--- config.mk ---
export PLATFORM = sky130hd
export DESIGN_NAME = sorted_list_insert
export DESIGN_NICKNAME = d
export VERILOG_FILES = /design/src/hdl/sli_pkg.sv /design/src/hdl/sorted_list_insert.sv /design/src/hdl/sli_mem.sv /design/src/hdl/sli_out.sv /design/src/hdl/sli_seq.sv
export VERILOG_INCLUDE_DIRS = /design/src /design/src/hdl
export SDC_FILE = /design/constraint.sdc
export NUM_CORES = 1
export LEC_CHECK = 0
export CORE_MARGIN = 3
export CORE_UTILIZATION = 61
export DETAILED_ROUTE_END_ITERATION = 10
export DONT_BUFFER_PORTS = 1
export PLACE_DENSITY_LB_ADDON = 0.08
export SYNTH_ARGS = -nofsm -noshare
export SYNTH_HDL_FRONTEND = slang
export SYNTH_SLANG_ARGS = --single-unit
--- constraint.sdc ---
create_clock -name clock -period 7.21 [get_ports clock]
set_input_delay 0.3605 -clock clock [delete_from_list [all_inputs] [get_ports clock]]
set_output_delay 0.3605 -clock clock [all_outputs]
set_load 0.005 [all_outputs]
--- src/hdl/sorted_list_insert_assert.svh ---
// ---------------------------------------------------------------------------
// sorted_list_insert_assert.svh
// Assertion macros shared by the sorted list insert block.
// ---------------------------------------------------------------------------
`ifndef SORTED_LIST_INSERT_ASSERT_SVH
`define SORTED_LIST_INSERT_ASSERT_SVH

// Condition holds at every clock edge outside reset
`define SLI_ASSERT_ALWAYS(lbl, clk, rst, cond, msg) \
   lbl: assert property (@(posedge clk) disable iff (rst) (cond)) else $error(msg);

// Consequent holds in the same cycle as the antecedent
`define SLI_ASSERT_IMP(lbl, clk, rst, ante, cons, msg) \
   lbl: assert property (@(posedge clk) disable iff (rst) (ante) |-> (cons)) else $error(msg);

// Consequent holds in the cycle after the antecedent
`define SLI_ASSERT_NXT(lbl, clk, rst, ante, cons, msg) \
   lbl: assert property (@(posedge clk) disable iff (rst) (ante) |=> (cons)) else $error(msg);

`endif

--- src/hdl/sli_pkg.sv ---
// ---------------------------------------------------------------------------
// sli_pkg
// Shared types and constants of the sorted list insert block.
// ---------------------------------------------------------------------------
`default_nettype none

package sli_pkg;

   localparam int VALUE_W = 16;
   localparam int INDEX_W = 5;
   localparam int COUNT_W = 6;

   // One result transaction before packing onto the stream
   typedef struct packed {
      logic signed [VALUE_W-1:0] element_value;
      logic [INDEX_W-1:0]        element_index;
      logic                      last_of_run;
      logic                      rejected_full;
      logic [COUNT_W-1:0]        entry_count;
      logic [COUNT_W-1:0]        insert_position;
   } rsp_item_type;

endpackage

`default_nettype wire

--- src/hdl/sorted_list_insert.sv ---
// Operation: a full list answers with one rejecting result and takes no other value
// until that result is loaded. Otherwise the store is scanned one entry a cycle for the
// insert position, then the list is emitted one element a cycle while the result side
// does not stall. A new value is taken only once the last element has been emitted.
// Reset empties the list at once; the store itself is not cleared.
// ---------------------------------------------------------------------------
// sorted_list_insert
// Bounded ascending list of signed values with insert and full list readout.
// ---------------------------------------------------------------------------
`default_nettype none

module sorted_list_insert #(
   parameter int CAPACITY = 32
) (
   input  wire logic        clock,
   input  wire logic        reset,
   input  wire logic        req_tvalid,
   output logic             req_tready,
   input  wire logic [15:0] req_tdata,   // [15:0] new_value
   output logic             rsp_tvalid,
   input  wire logic        rsp_tready,
   output logic [39:0]      rsp_tdata,   // [15:0] element_value, [20:16] element_index,
                                         // [26:21] entry_count, [32:27] insert_position
   output logic             rsp_tlast,   // last_of_run
   output logic             rsp_tuser    // rejected_full
);

   localparam int AW    = $clog2(CAPACITY);
   localparam int CNT_W = $clog2(CAPACITY + 1);

   logic                          wr_en;
   logic [AW-1:0]                 wr_addr;
   logic [sli_pkg::VALUE_W-1:0]   wr_data;
   logic                          rd_en;
   logic [AW-1:0]                 rd_addr;
   logic [sli_pkg::VALUE_W-1:0]   rd_data;
   logic                          out_free;
   logic                          out_load;
   sli_pkg::rsp_item_type         out_item;
   sli_pkg::rsp_item_type         rsp_item;

   sli_mem #(
      .DEPTH (CAPACITY),
      .AW    (AW)
   ) u_mem (
      .clock   (clock),
      .wr_en   (wr_en),
      .wr_addr (wr_addr),
      .wr_data (wr_data),
      .rd_en   (rd_en),
      .rd_addr (rd_addr),
      .rd_data (rd_data)
   );

   sli_seq #(
      .CAPACITY (CAPACITY),
      .AW       (AW),
      .CNT_W    (CNT_W)
   ) u_seq (
      .clock      (clock),
      .reset      (reset),
      .req_tvalid (req_tvalid),
      .req_tready (req_tready),
      .new_value  (req_tdata),
      .wr_en      (wr_en),
      .wr_addr    (wr_addr),
      .wr_data    (wr_data),
      .rd_en      (rd_en),
      .rd_addr    (rd_addr),
      .rd_data    (rd_data),
      .out_free   (out_free),
      .out_load   (out_load),
      .out_item   (out_item)
   );

   sli_out u_out (
      .clock      (clock),
      .reset      (reset),
      .load       (out_load),
      .item       (out_item),
      .free       (out_free),
      .rsp_tvalid (rsp_tvalid),
      .rsp_tready (rsp_tready),
      .item_q     (rsp_item)
   );

   // Pack the result transaction onto the stream
   assign rsp_tdata = {7'b0,
                       rsp_item.insert_position,
                       rsp_item.entry_count,
                       rsp_item.element_index,
                       rsp_item.element_value};
   assign rsp_tlast = rsp_item.last_of_run;
   assign rsp_tuser = rsp_item.rejected_full;

endmodule

`default_nettype wire

--- src/hdl/sli_mem.sv ---
// ---------------------------------------------------------------------------
// sli_mem
// Entry store: one write port, one read port, registered read data.
// ---------------------------------------------------------------------------
`default_nettype none

module sli_mem #(
   parameter int DEPTH = 32,
   parameter int AW    = 5
) (
   input  wire logic                          clock,
   input  wire logic                          wr_en,
   input  wire logic [AW-1:0]                 wr_addr,
   input  wire logic [sli_pkg::VALUE_W-1:0]   wr_data,
   input  wire logic                          rd_en,
   input  wire logic [AW-1:0]                 rd_addr,
   output logic      [sli_pkg::VALUE_W-1:0]   rd_data
);

   logic [sli_pkg::VALUE_W-1:0] store_ff [DEPTH];
   logic [sli_pkg::VALUE_W-1:0] rd_data_ff;

   // Write port
   always_ff @(posedge clock) begin
      if (wr_en) begin
         store_ff[wr_addr] <= wr_data;
      end
   end

   // Read port, data held while no read is issued
   always_ff @(posedge clock) begin
      if (rd_en) begin
         rd_data_ff <= store_ff[rd_addr];
      end
   end

   assign rd_data = rd_data_ff;

endmodule

`default_nettype wire

--- src/hdl/sli_out.sv ---
// ---------------------------------------------------------------------------
// sli_out
// Result register: holds one transaction until the downstream side takes it.
// ---------------------------------------------------------------------------
`default_nettype none

module sli_out (
   input  wire logic                  clock,
   input  wire logic                  reset,
   input  wire logic                  load,
   input  wire sli_pkg::rsp_item_type item,
   output logic                       free,
   output logic                       rsp_tvalid,
   input  wire logic                  rsp_tready,
   output sli_pkg::rsp_item_type      item_q
);

   logic                  valid_ff;
   sli_pkg::rsp_item_type item_ff;

   assign free = !valid_ff || rsp_tready;

   // Valid flag
   always_ff @(posedge clock) begin
      if (reset) begin
         valid_ff <= 1'b0;
      end else if (free) begin
         valid_ff <= load;
      end
   end

   // Payload
   always_ff @(posedge clock) begin
      if (load && free) begin
         item_ff <= item;
      end
   end

   assign rsp_tvalid = valid_ff;
   assign item_q     = item_ff;

endmodule

`default_nettype wire

--- src/hdl/sli_seq.sv ---
// ---------------------------------------------------------------------------
// sli_seq
// Sequencer: rejects on a full list, else scans the store for the insert
// position and walks the list again, emitting and writing back each entry.
// ---------------------------------------------------------------------------
`default_nettype none

`include "sorted_list_insert_assert.svh"

module sli_seq #(
   parameter int CAPACITY = 32,
   parameter int AW       = 5,
   parameter int CNT_W    = 6
) (
   input  wire logic                          clock,
   input  wire logic                          reset,
   input  wire logic                          req_tvalid,
   output logic                               req_tready,
   input  wire logic [sli_pkg::VALUE_W-1:0]   new_value,
   output logic                               wr_en,
   output logic      [AW-1:0]                 wr_addr,
   output logic      [sli_pkg::VALUE_W-1:0]   wr_data,
   output logic                               rd_en,
   output logic      [AW-1:0]                 rd_addr,
   input  wire logic [sli_pkg::VALUE_W-1:0]   rd_data,
   input  wire logic                          out_free,
   output logic                               out_load,
   output sli_pkg::rsp_item_type              out_item
);

   localparam logic [1:0] ST_IDLE = 2'd0;
   localparam logic [1:0] ST_SCAN = 2'd1;
   localparam logic [1:0] ST_EMIT = 2'd2;
   localparam logic [1:0] ST_REJ  = 2'd3;

   localparam logic [CNT_W-1:0] CAP_CNT = CNT_W'(CAPACITY);

   logic [1:0]                          state_ff, state_in;
   logic [CNT_W-1:0]                    count_ff, count_in;
   logic [AW-1:0]                       idx_ff, idx_in;
   logic [AW-1:0]                       pos_ff, pos_in;
   logic signed [sli_pkg::VALUE_W-1:0]  value_ff, value_in;
   logic signed [sli_pkg::VALUE_W-1:0]  carry_ff, carry_in;

   logic signed [sli_pkg::VALUE_W-1:0]  rd_value;
   logic signed [sli_pkg::VALUE_W-1:0]  elem_value;
   logic [CNT_W-1:0]                    idx_ext;
   logic [CNT_W-1:0]                    idx_next_ext;
   logic [CNT_W-1:0]                    pos_ext;
   logic [CNT_W-1:0]                    count_plus;
   logic                                last_elem;
   logic [AW+sli_pkg::INDEX_W-1:0]      idx_wide;
   logic [CNT_W+sli_pkg::COUNT_W-1:0]   count_plus_wide;
   logic [CNT_W+sli_pkg::COUNT_W-1:0]   count_wide;
   logic [AW+sli_pkg::COUNT_W-1:0]      pos_wide;

   assign rd_value     = $signed(rd_data);
   assign idx_ext      = CNT_W'(idx_ff);
   assign idx_next_ext = idx_ext + 1'b1;
   assign pos_ext      = CNT_W'(pos_ff);
   assign count_plus   = count_ff + 1'b1;
   assign last_elem    = (idx_ext == count_ff);

   // Resize list positions and counts to the result field widths
   assign idx_wide        = {{sli_pkg::INDEX_W{1'b0}}, idx_ff};
   assign count_plus_wide = {{sli_pkg::COUNT_W{1'b0}}, count_plus};
   assign count_wide      = {{sli_pkg::COUNT_W{1'b0}}, count_ff};
   assign pos_wide        = {{sli_pkg::COUNT_W{1'b0}}, pos_ff};

   // Element at the current position after the insert
   always_comb begin
      if (idx_ff < pos_ff) begin
         elem_value = rd_value;
      end else if (idx_ff == pos_ff) begin
         elem_value = value_ff;
      end else begin
         elem_value = carry_ff;
      end
   end

   assign req_tready = (state_ff == ST_IDLE);

   // Next state, memory accesses and result load
   always_comb begin
      state_in = state_ff;
      count_in = count_ff;
      idx_in   = idx_ff;
      pos_in   = pos_ff;
      value_in = value_ff;
      carry_in = carry_ff;
      rd_en    = 1'b0;
      rd_addr  = idx_ff;
      wr_en    = 1'b0;
      wr_addr  = idx_ff;
      wr_data  = elem_value;
      out_load = 1'b0;
      out_item.element_value   = elem_value;
      out_item.element_index   = idx_wide[sli_pkg::INDEX_W-1:0];
      out_item.last_of_run     = last_elem;
      out_item.rejected_full   = 1'b0;
      out_item.entry_count     = count_plus_wide[sli_pkg::COUNT_W-1:0];
      out_item.insert_position = pos_wide[sli_pkg::COUNT_W-1:0];

      case (state_ff)
         ST_IDLE: begin
            if (req_tvalid) begin
               value_in = $signed(new_value);
               idx_in   = '0;
               rd_addr  = '0;
               if (count_ff >= CAP_CNT) begin
                  state_in = ST_REJ;
               end else if (count_ff == '0) begin
                  pos_in   = '0;
                  rd_en    = 1'b1;
                  state_in = ST_EMIT;
               end else begin
                  rd_en    = 1'b1;
                  state_in = ST_SCAN;
               end
            end
         end
         ST_SCAN: begin
            // Stop at the first entry not smaller than the new value
            if (!(rd_value < value_ff)) begin
               pos_in   = idx_ff;
               idx_in   = '0;
               rd_en    = 1'b1;
               rd_addr  = '0;
               state_in = ST_EMIT;
            end else if (idx_next_ext == count_ff) begin
               pos_in   = count_ff[AW-1:0];
               idx_in   = '0;
               rd_en    = 1'b1;
               rd_addr  = '0;
               state_in = ST_EMIT;
            end else begin
               idx_in  = idx_ff + 1'b1;
               rd_en   = 1'b1;
               rd_addr = idx_ff + 1'b1;
            end
         end
         ST_EMIT: begin
            // Emit one element, write it back, fetch the next
            if (out_free) begin
               out_load = 1'b1;
               wr_en    = 1'b1;
               carry_in = rd_value;
               if (last_elem) begin
                  count_in = count_plus;
                  state_in = ST_IDLE;
               end else begin
                  idx_in  = idx_ff + 1'b1;
                  rd_en   = 1'b1;
                  rd_addr = idx_ff + 1'b1;
               end
            end
         end
         ST_REJ: begin
            out_item.element_value   = '0;
            out_item.element_index   = '0;
            out_item.last_of_run     = 1'b1;
            out_item.rejected_full   = 1'b1;
            out_item.entry_count     = count_wide[sli_pkg::COUNT_W-1:0];
            out_item.insert_position = count_wide[sli_pkg::COUNT_W-1:0];
            if (out_free) begin
               out_load = 1'b1;
               state_in = ST_IDLE;
            end
         end
         default: begin
            state_in = ST_IDLE;
         end
      endcase
   end

   // Control registers
   always_ff @(posedge clock) begin
      if (reset) begin
         state_ff <= ST_IDLE;
         count_ff <= '0;
      end else begin
         state_ff <= state_in;
         count_ff <= count_in;
      end
   end

   // Working registers
   always_ff @(posedge clock) begin
      idx_ff   <= idx_in;
      pos_ff   <= pos_in;
      value_ff <= value_in;
      carry_ff <= carry_in;
   end

   `SLI_ASSERT_ALWAYS(a_count_bound, clock, reset, count_ff <= CAP_CNT, "count above capacity")
   `SLI_ASSERT_IMP(a_emit_range, clock, reset, state_ff == ST_EMIT, (idx_ext <= count_ff) && (pos_ext <= count_ff), "emit index or position beyond list end")
   `SLI_ASSERT_NXT(a_emit_done, clock, reset, (state_ff == ST_EMIT) && out_load && last_elem, (state_ff == ST_IDLE) && (count_ff == $past(count_plus)), "list end not followed by idle with count advanced")
   `SLI_ASSERT_IMP(a_write_emit, clock, reset, wr_en, state_ff == ST_EMIT, "store written outside emission")

endmodule

`default_nettype wire

Word-level counts from Yosys, hierarchy flattened
Memory sizes are Yosys's and may differ from the RTL's. A register that Yosys moved wholly into a read port is not among the register bits.
Cells that the tools add are included.

operators by class
  $add $sub $neg = 3
  multiply operators = 0
  divide/modulo/power cells = 0
  $lt $le $gt $ge = 3
  eq/ne operators = 13
  shift operators = 0
  multiplexer cells = 34
  bitwise gates (word level) = 0
  reduce and logical (&&, ||, !) cells = 12

operator list
  cell                                                              count
  5-bit 2-to-1 mux                                                  10
  16-bit 2-to-1 mux                                                 2
  16-bit < comparator                                               1
  2-bit 2-to-1 mux                                                  8
  5-bit one-hot mux with 3 select lines                             1
  13-bit 2-to-1 mux                                                 1
  5-bit one-hot mux with 2 select lines                             1
  5-bit AND reduction                                               2
  1-bit 2-to-1 mux                                                  9
  2-bit by 1-bit != test with 1-bit output (second input constant)  4
  2-bit one-hot mux with 4 select lines                             1
  5-bit by 1-bit adder with 6-bit output (second input constant)    1
  6-bit by 1-bit adder with 6-bit output (second input constant)    1
  5-bit by 6-bit equality test with 1-bit output                    1
  6-bit equality test                                               1
  6-bit >= comparator (second input constant)                       1
  6-bit zero test                                                   1
  5-bit by 1-bit adder with 5-bit output (second input constant)    1
  5-bit equality test                                               1
  5-bit < comparator                                                1
  2-bit equality test (second input constant)                       2
  2-bit != test (second input constant)                             2
  2-bit AND reduction                                               2
  3-bit != test (second input constant)                             1
  9 further kinds                                                   9

storage, ports and cells
  register bits = 86
  bits in latches = 0
  RAM bits = 512
  bits in read-only memories = 0
  bits of input ports = 20
  word-level logic and storage cells = 80
  memories = 1

memory list
  memory          depth  width  read ports  clocked after Yosys merged registers in  wr ports  RTL line       text
  u_mem.store_ff  32     16     1           1                                        1         sli_mem.sv:20  logic [sli_pkg::VALUE_W-1:0] store_ff [DEPTH];

Logic depth before layout (Yosys ltp)
  depth after elaboration = 6
  depth in mapped cells = 15
  depth with buffers taken out = 13

Modules after synthesis
A second synthesis with hierarchy kept.

unflattened totals
  cells, all modules = 1539
  area, all modules = 25095.3 um^2

modules (own cells, without submodules)
  module              instances  cells an instance  area an instance (um^2)  sequential area each (um^2)
  sli_mem             1          1143               20694.8                  15855.2
  sli_seq             1          348                3238.1                   1371.3
  sli_out             1          40                 1106.1                   1071.0
  sorted_list_insert  1          8                  56.3                     0.0

Least setup slack after synthesis
Ideal clock, no wire load.

  kind = register to register
  from = register u_seq.idx_ff[0], in the netlist u_seq.wr_addr[0]
  to = memory u_mem.store_ff[0][11] (netlist name) (data pin)
  setup time = 381 ps
  arrival = 3090 ps
  data required time = 6829 ps
  setup slack = 3738 ps
  cell stages (with the launch flop) = 9
  buffers on the path = 2
  period minus slack after synthesis = 3472 ps
  path through = dfxtp_1 -> clkbuf_1 -> inv_1 -> ha_1 -> nand2_1 -> nor2_1 -> clkbuf_1 -> mux2i_1 -> a21oi_1

between the ends
  longest elaborated chain between the ends = 3
  elaborated cells on any way between the ends = 4
  those cells by class = order compare: 1; eq/ne: 1; mux: 2

RTL lines
  item                                                                        RTL line        text
  start: declaration                                                          sli_seq.sv:40   logic [AW-1:0] idx_ff, idx_in;
  start signal: assignment                                                    sli_seq.sv:189  idx_ff <= idx_in;
  parallel branches: the longest is 2 deep, another holds 5-bit < comparator  --
  16-bit 2-to-1 mux *                                                         sli_seq.sv:72   if (idx_ff < pos_ff) begin
  net u_mem.wr_data (one bit)                                                 sli_mem.sv:14   input wire logic [sli_pkg::VALUE_W-1:0] wr_data,
  end: declaration                                                            sli_mem.sv:20

Mark *: on every way through the listed nets, which the timed path passes.

Final worst setup path
  from = register u_seq.idx_ff[0], in the netlist u_seq.wr_addr[0]
  to = register u_mem.rd_data_ff (netlist bit u_mem.rd_data[7]) (read register of u_mem.store_ff) (data pin)

between the ends
  longest elaborated chain between the ends = 5
  elaborated cells on any way between the ends = 13
  those cells by class = add/sub: 2; eq/ne: 2; mux: 9

RTL lines
  item                                    RTL line        text
  5-bit by 1-bit adder with 6-bit output  sli_seq.sv:59   assign idx_next_ext = idx_ext + 1'b1;
  6-bit equality test                     sli_seq.sv:130  end else if (idx_next_ext == count_ff) begin
  5-bit 2-to-1 mux                        sli_seq.sv:130
  5-bit 2-to-1 mux                        sli_seq.sv:124  if (!(rd_value < value_ff)) begin
  5-bit one-hot mux with 3 select lines   --
  end: declaration                        sli_mem.sv:21   logic [sli_pkg::VALUE_W-1:0] rd_data_ff;

Several ways; a longest one is shown, not always the timed one.
A chain may end at the register's enable or synchronous reset.

==> out/qor.yml <==
status:
  outcome: "finished clean"
clocking:
  post_cts_resized: 0
  clk_latency_ns: 0.63
  cts_post_setup_buffers_inserted: 0
  cts_hold_buffers: 19
  clock_tree.root_cell: "clkbuf_16"
  maximum_count_of_clock_buffers_along_a_single_path: 3
  tritoncts: "yes"
  clock_buffers_created_by_tritoncts: 59
  cts.clk_slew.worst_paths_ns: 0.06
  htree_num_levels: 2
  clock-sinks: 614
setup_path:
  timing.critical_path.from_type: "flip-flop"
  worstReg2RegStart: "u_seq.wr_addr[0]"
  worstPathRequired_ns: 7.55
  crit_path_start: "u_seq.wr_addr[0]"
  critical_path_arrival_ns: 5.65
  path_class: "flip-flop to flip-flop"
  crit_fanout: 36
  end_kind: "flip-flop"
global_routing:
  grt_pass1_wl_um: 86600
  grt_max_degree: 160
  grt_antenna_before_repair: 0
  first_global_vias: 13900
  grt.total_usage_pct: 26.5
  globalRoute.totalOverflow: 0
sta:
  timing_hold_violations_final: 0
  max_slew_margin_pct: 11.6
  finalWorstPathRequiredPeriod_ns: 5.31
  final-max-slew-violation-count: 0
  unrepaired_setup_endpoints_after_global_routing: "no"
  fin_worst_skew_ns: 0.0223
  tns_ns: 0
  timing.final.crit_share_pct: 73.6
  worstMarginPinSlew_ns: 1.32
  setup_viol_count_final: 0
  max_freq_mhz: 188
  finalWorstSetupSlack_ns: 1.90
finish:
  nets: 1764
  final-seq-area_mm2: 0.0183
  multiInputGateArea_mm2: 0.00633
  layout-area-overhead-vs-synth_pct: 10.9
  num_antenna_cells: 0
  drive_above_1_share_pct: 9.63
  post-route-util_pct: 69.2
  fillCellCount: 2696
logic_synthesis:
  synth_largest_area_cell: "edfxtp_1"
  synth_area_leaders: "edfxtp_1, mux2i_1, nand2_1"
  synth.area.mux_share_pct: 8.12
  synth_seq_cells: 614
  synth_top_area_share_pct: 71.8
  yosys-top-cells-count: "edfxtp_1, nand2_1, mux2i_1"
  synth_cell_type_count: 65
  synth_top_family_by_area: "simple AND/OR/NAND/NOR gates"
  ys_warn_count: 0
  compound_cell_area_share_of_the_yosys_netlist_pct: 5.51
  synthMostInstantiatedCell: "edfxtp_1"
  yosysSeqAreaShare_pct: 73.0
  ys_dominant_reg_cell: "edfxtp_1"
  avgSynthCellArea_um2: 14.9
  synth-edff-count: 600
  synth_simple_gate_area_share_pct: 8.72
  async_reset_ff_share_pct: 0
  post_synth_inst_count: 1684
  post_synth_fa_ha_maj_area_fraction_pct: 1.30
  syn_area_mm2: 0.0251
  post_synth_xor_area_fraction_pct: 0.723
power:
  design_power_total_mw: 11.0
  cellPowerDensity_mw_per_mm2: 397
  ir_drop_v: 0.000306
  static-leakage-power_nw: 10.3
floorplanning:
  die_area_mm2: 0.0436
  placeableCoreArea_mm2: 0.0402
  initial_core_utilization_pct: 62.4
  chipWidth_um: 209
  placementRows: 73
  boundaryPins: 64
  die_height_um: 209
job:
  max-cap-violations: 0
place:
  globalplace.congestion: 0.897
  dpl.hpwl_um: 35100
  port-buffer-count: 0
  post-place-ws_ns: 1.95
worst_hold_path:
  min-delay-start: "req_tvalid"
  hold_path.class: "primary input to flip-flop"
detailed_routing:
  top_layer: "met4"
  detail_route.iter0.violations: 1579
  final_antenna_net_count: 0
  first_pass_iters: 5
  routed_via_density: 6.25
  post_drt_wl_per_cell_um: 25.3
  met3RoutedLength_um: 4220
  routed_wl_um: 57900
  routedLengthMet1_um: 23600
  dr_total_vias: 14300
  drt_drc_violations_left: 0
  wl_met2_um: 27400
critical path: stages, from the launching register on:
cell	delay [ns]
dfxtp_1	0.52
inv_1	0.22
ha_1	0.41
xor2_1	0.16
a2111oi_0	0.38
a41o_1	0.31
a21oi_4	0.10
a21oi_4	0.54
inv_2	0.47
nand2_1	1.10
o22ai_1	0.23
a311oi_1	0.48
nor4_1	0.10
state kept, by name, indices dropped and copies added, names as in the netlist:
register	flops
u_mem.store_ff	512
u_out.item_q	35
u_mem.rd_data	16
u_seq.carry_ff	16
u_seq.value_ff	16
u_seq.count_ff	6
u_seq.pos_ff	5
u_seq.wr_addr	5
u_seq.state_ff	2
u_out.rsp_tvalid	1
through the flow:
stage / instance area [µm²] / hold slack (ns) / cells
after floorplan: 25100 / 0.451 / 1690
after global placement: 25800 / 0.435 / 2163
after detailed placement: 25800 / 0.436 / 2163
after CTS: 27800 / 0.250 / 2290
after global routing: 27800 / 0.300 / 2290
final: 27800 / 0.287 / 2290
where the power goes:
part	switching, mW	internal (mW)
Combinational	2.12	0.793
Sequential	0.200	4.99
Clock	1.26	1.67
Total	3.58	7.45
final timing paths:
path / end / slack [ns] / depth (start not counted)
worst max-delay path: u_mem.rd_data[7] / 1.90 / 12
worst min-delay path: u_seq.wr_addr[4] / 0.29 / 4
worst max register to register: u_mem.rd_data[7] / 1.90 / 12
worst min register to register: u_seq.carry_ff[2] / 0.52 / 0
cell usage in the layout (no fill, tap or decap), drive strengths merged, types with 22 or more instances in the layout:
cell type | netlist | routed
edfxtp | 600 | 600
nand2 | 240 | 240
mux2i | 199 | 199
nand3 | 103 | 103
nor2 | 83 | 83
clkbuf | 42 | 77
o22ai | 47 | 47
buf | 56 | 46
a21oi | 39 | 39
inv | 33 | 34
a311oi | 30 | 30
ha | 26 | 26
clkinv | 0 | 25
and2 | 22 | 22
cells by family after synthesis:
| group | count (synthesis) |
|---|---|
| other | 1 |
| buffers and inverters | 131 |
| AND/OR/NAND/NOR | 493 |
| multiplexers | 203 |
| XOR/XNOR | 19 |
| adder cells (fa/ha/maj) | 26 |
| flip-flops | 614 |
| AO/OA/AOI/OAI | 197 |
cell type report:
type / instances / area share (%)
Timing Repair Buffer: 65 / 1.97
Clock inverter: 31 / 1.01
Clock buffer: 77 / 5.63
Sequential cell: 614 / 65.8
Tap cell: 525 / 2.36
Multi-Input combinational cell: 945 / 22.8
Inverter: 33 / 0.446
routing by layer:
metal / vias up / global-route usage [%]
li1: 6451 / -
met1: 7091 / 37.5
met2: 624 / 41.9
met3: 144 / 4.16
met4: 0 / 11.3
met5: - / 0
(Power assumes the default switching activity.)
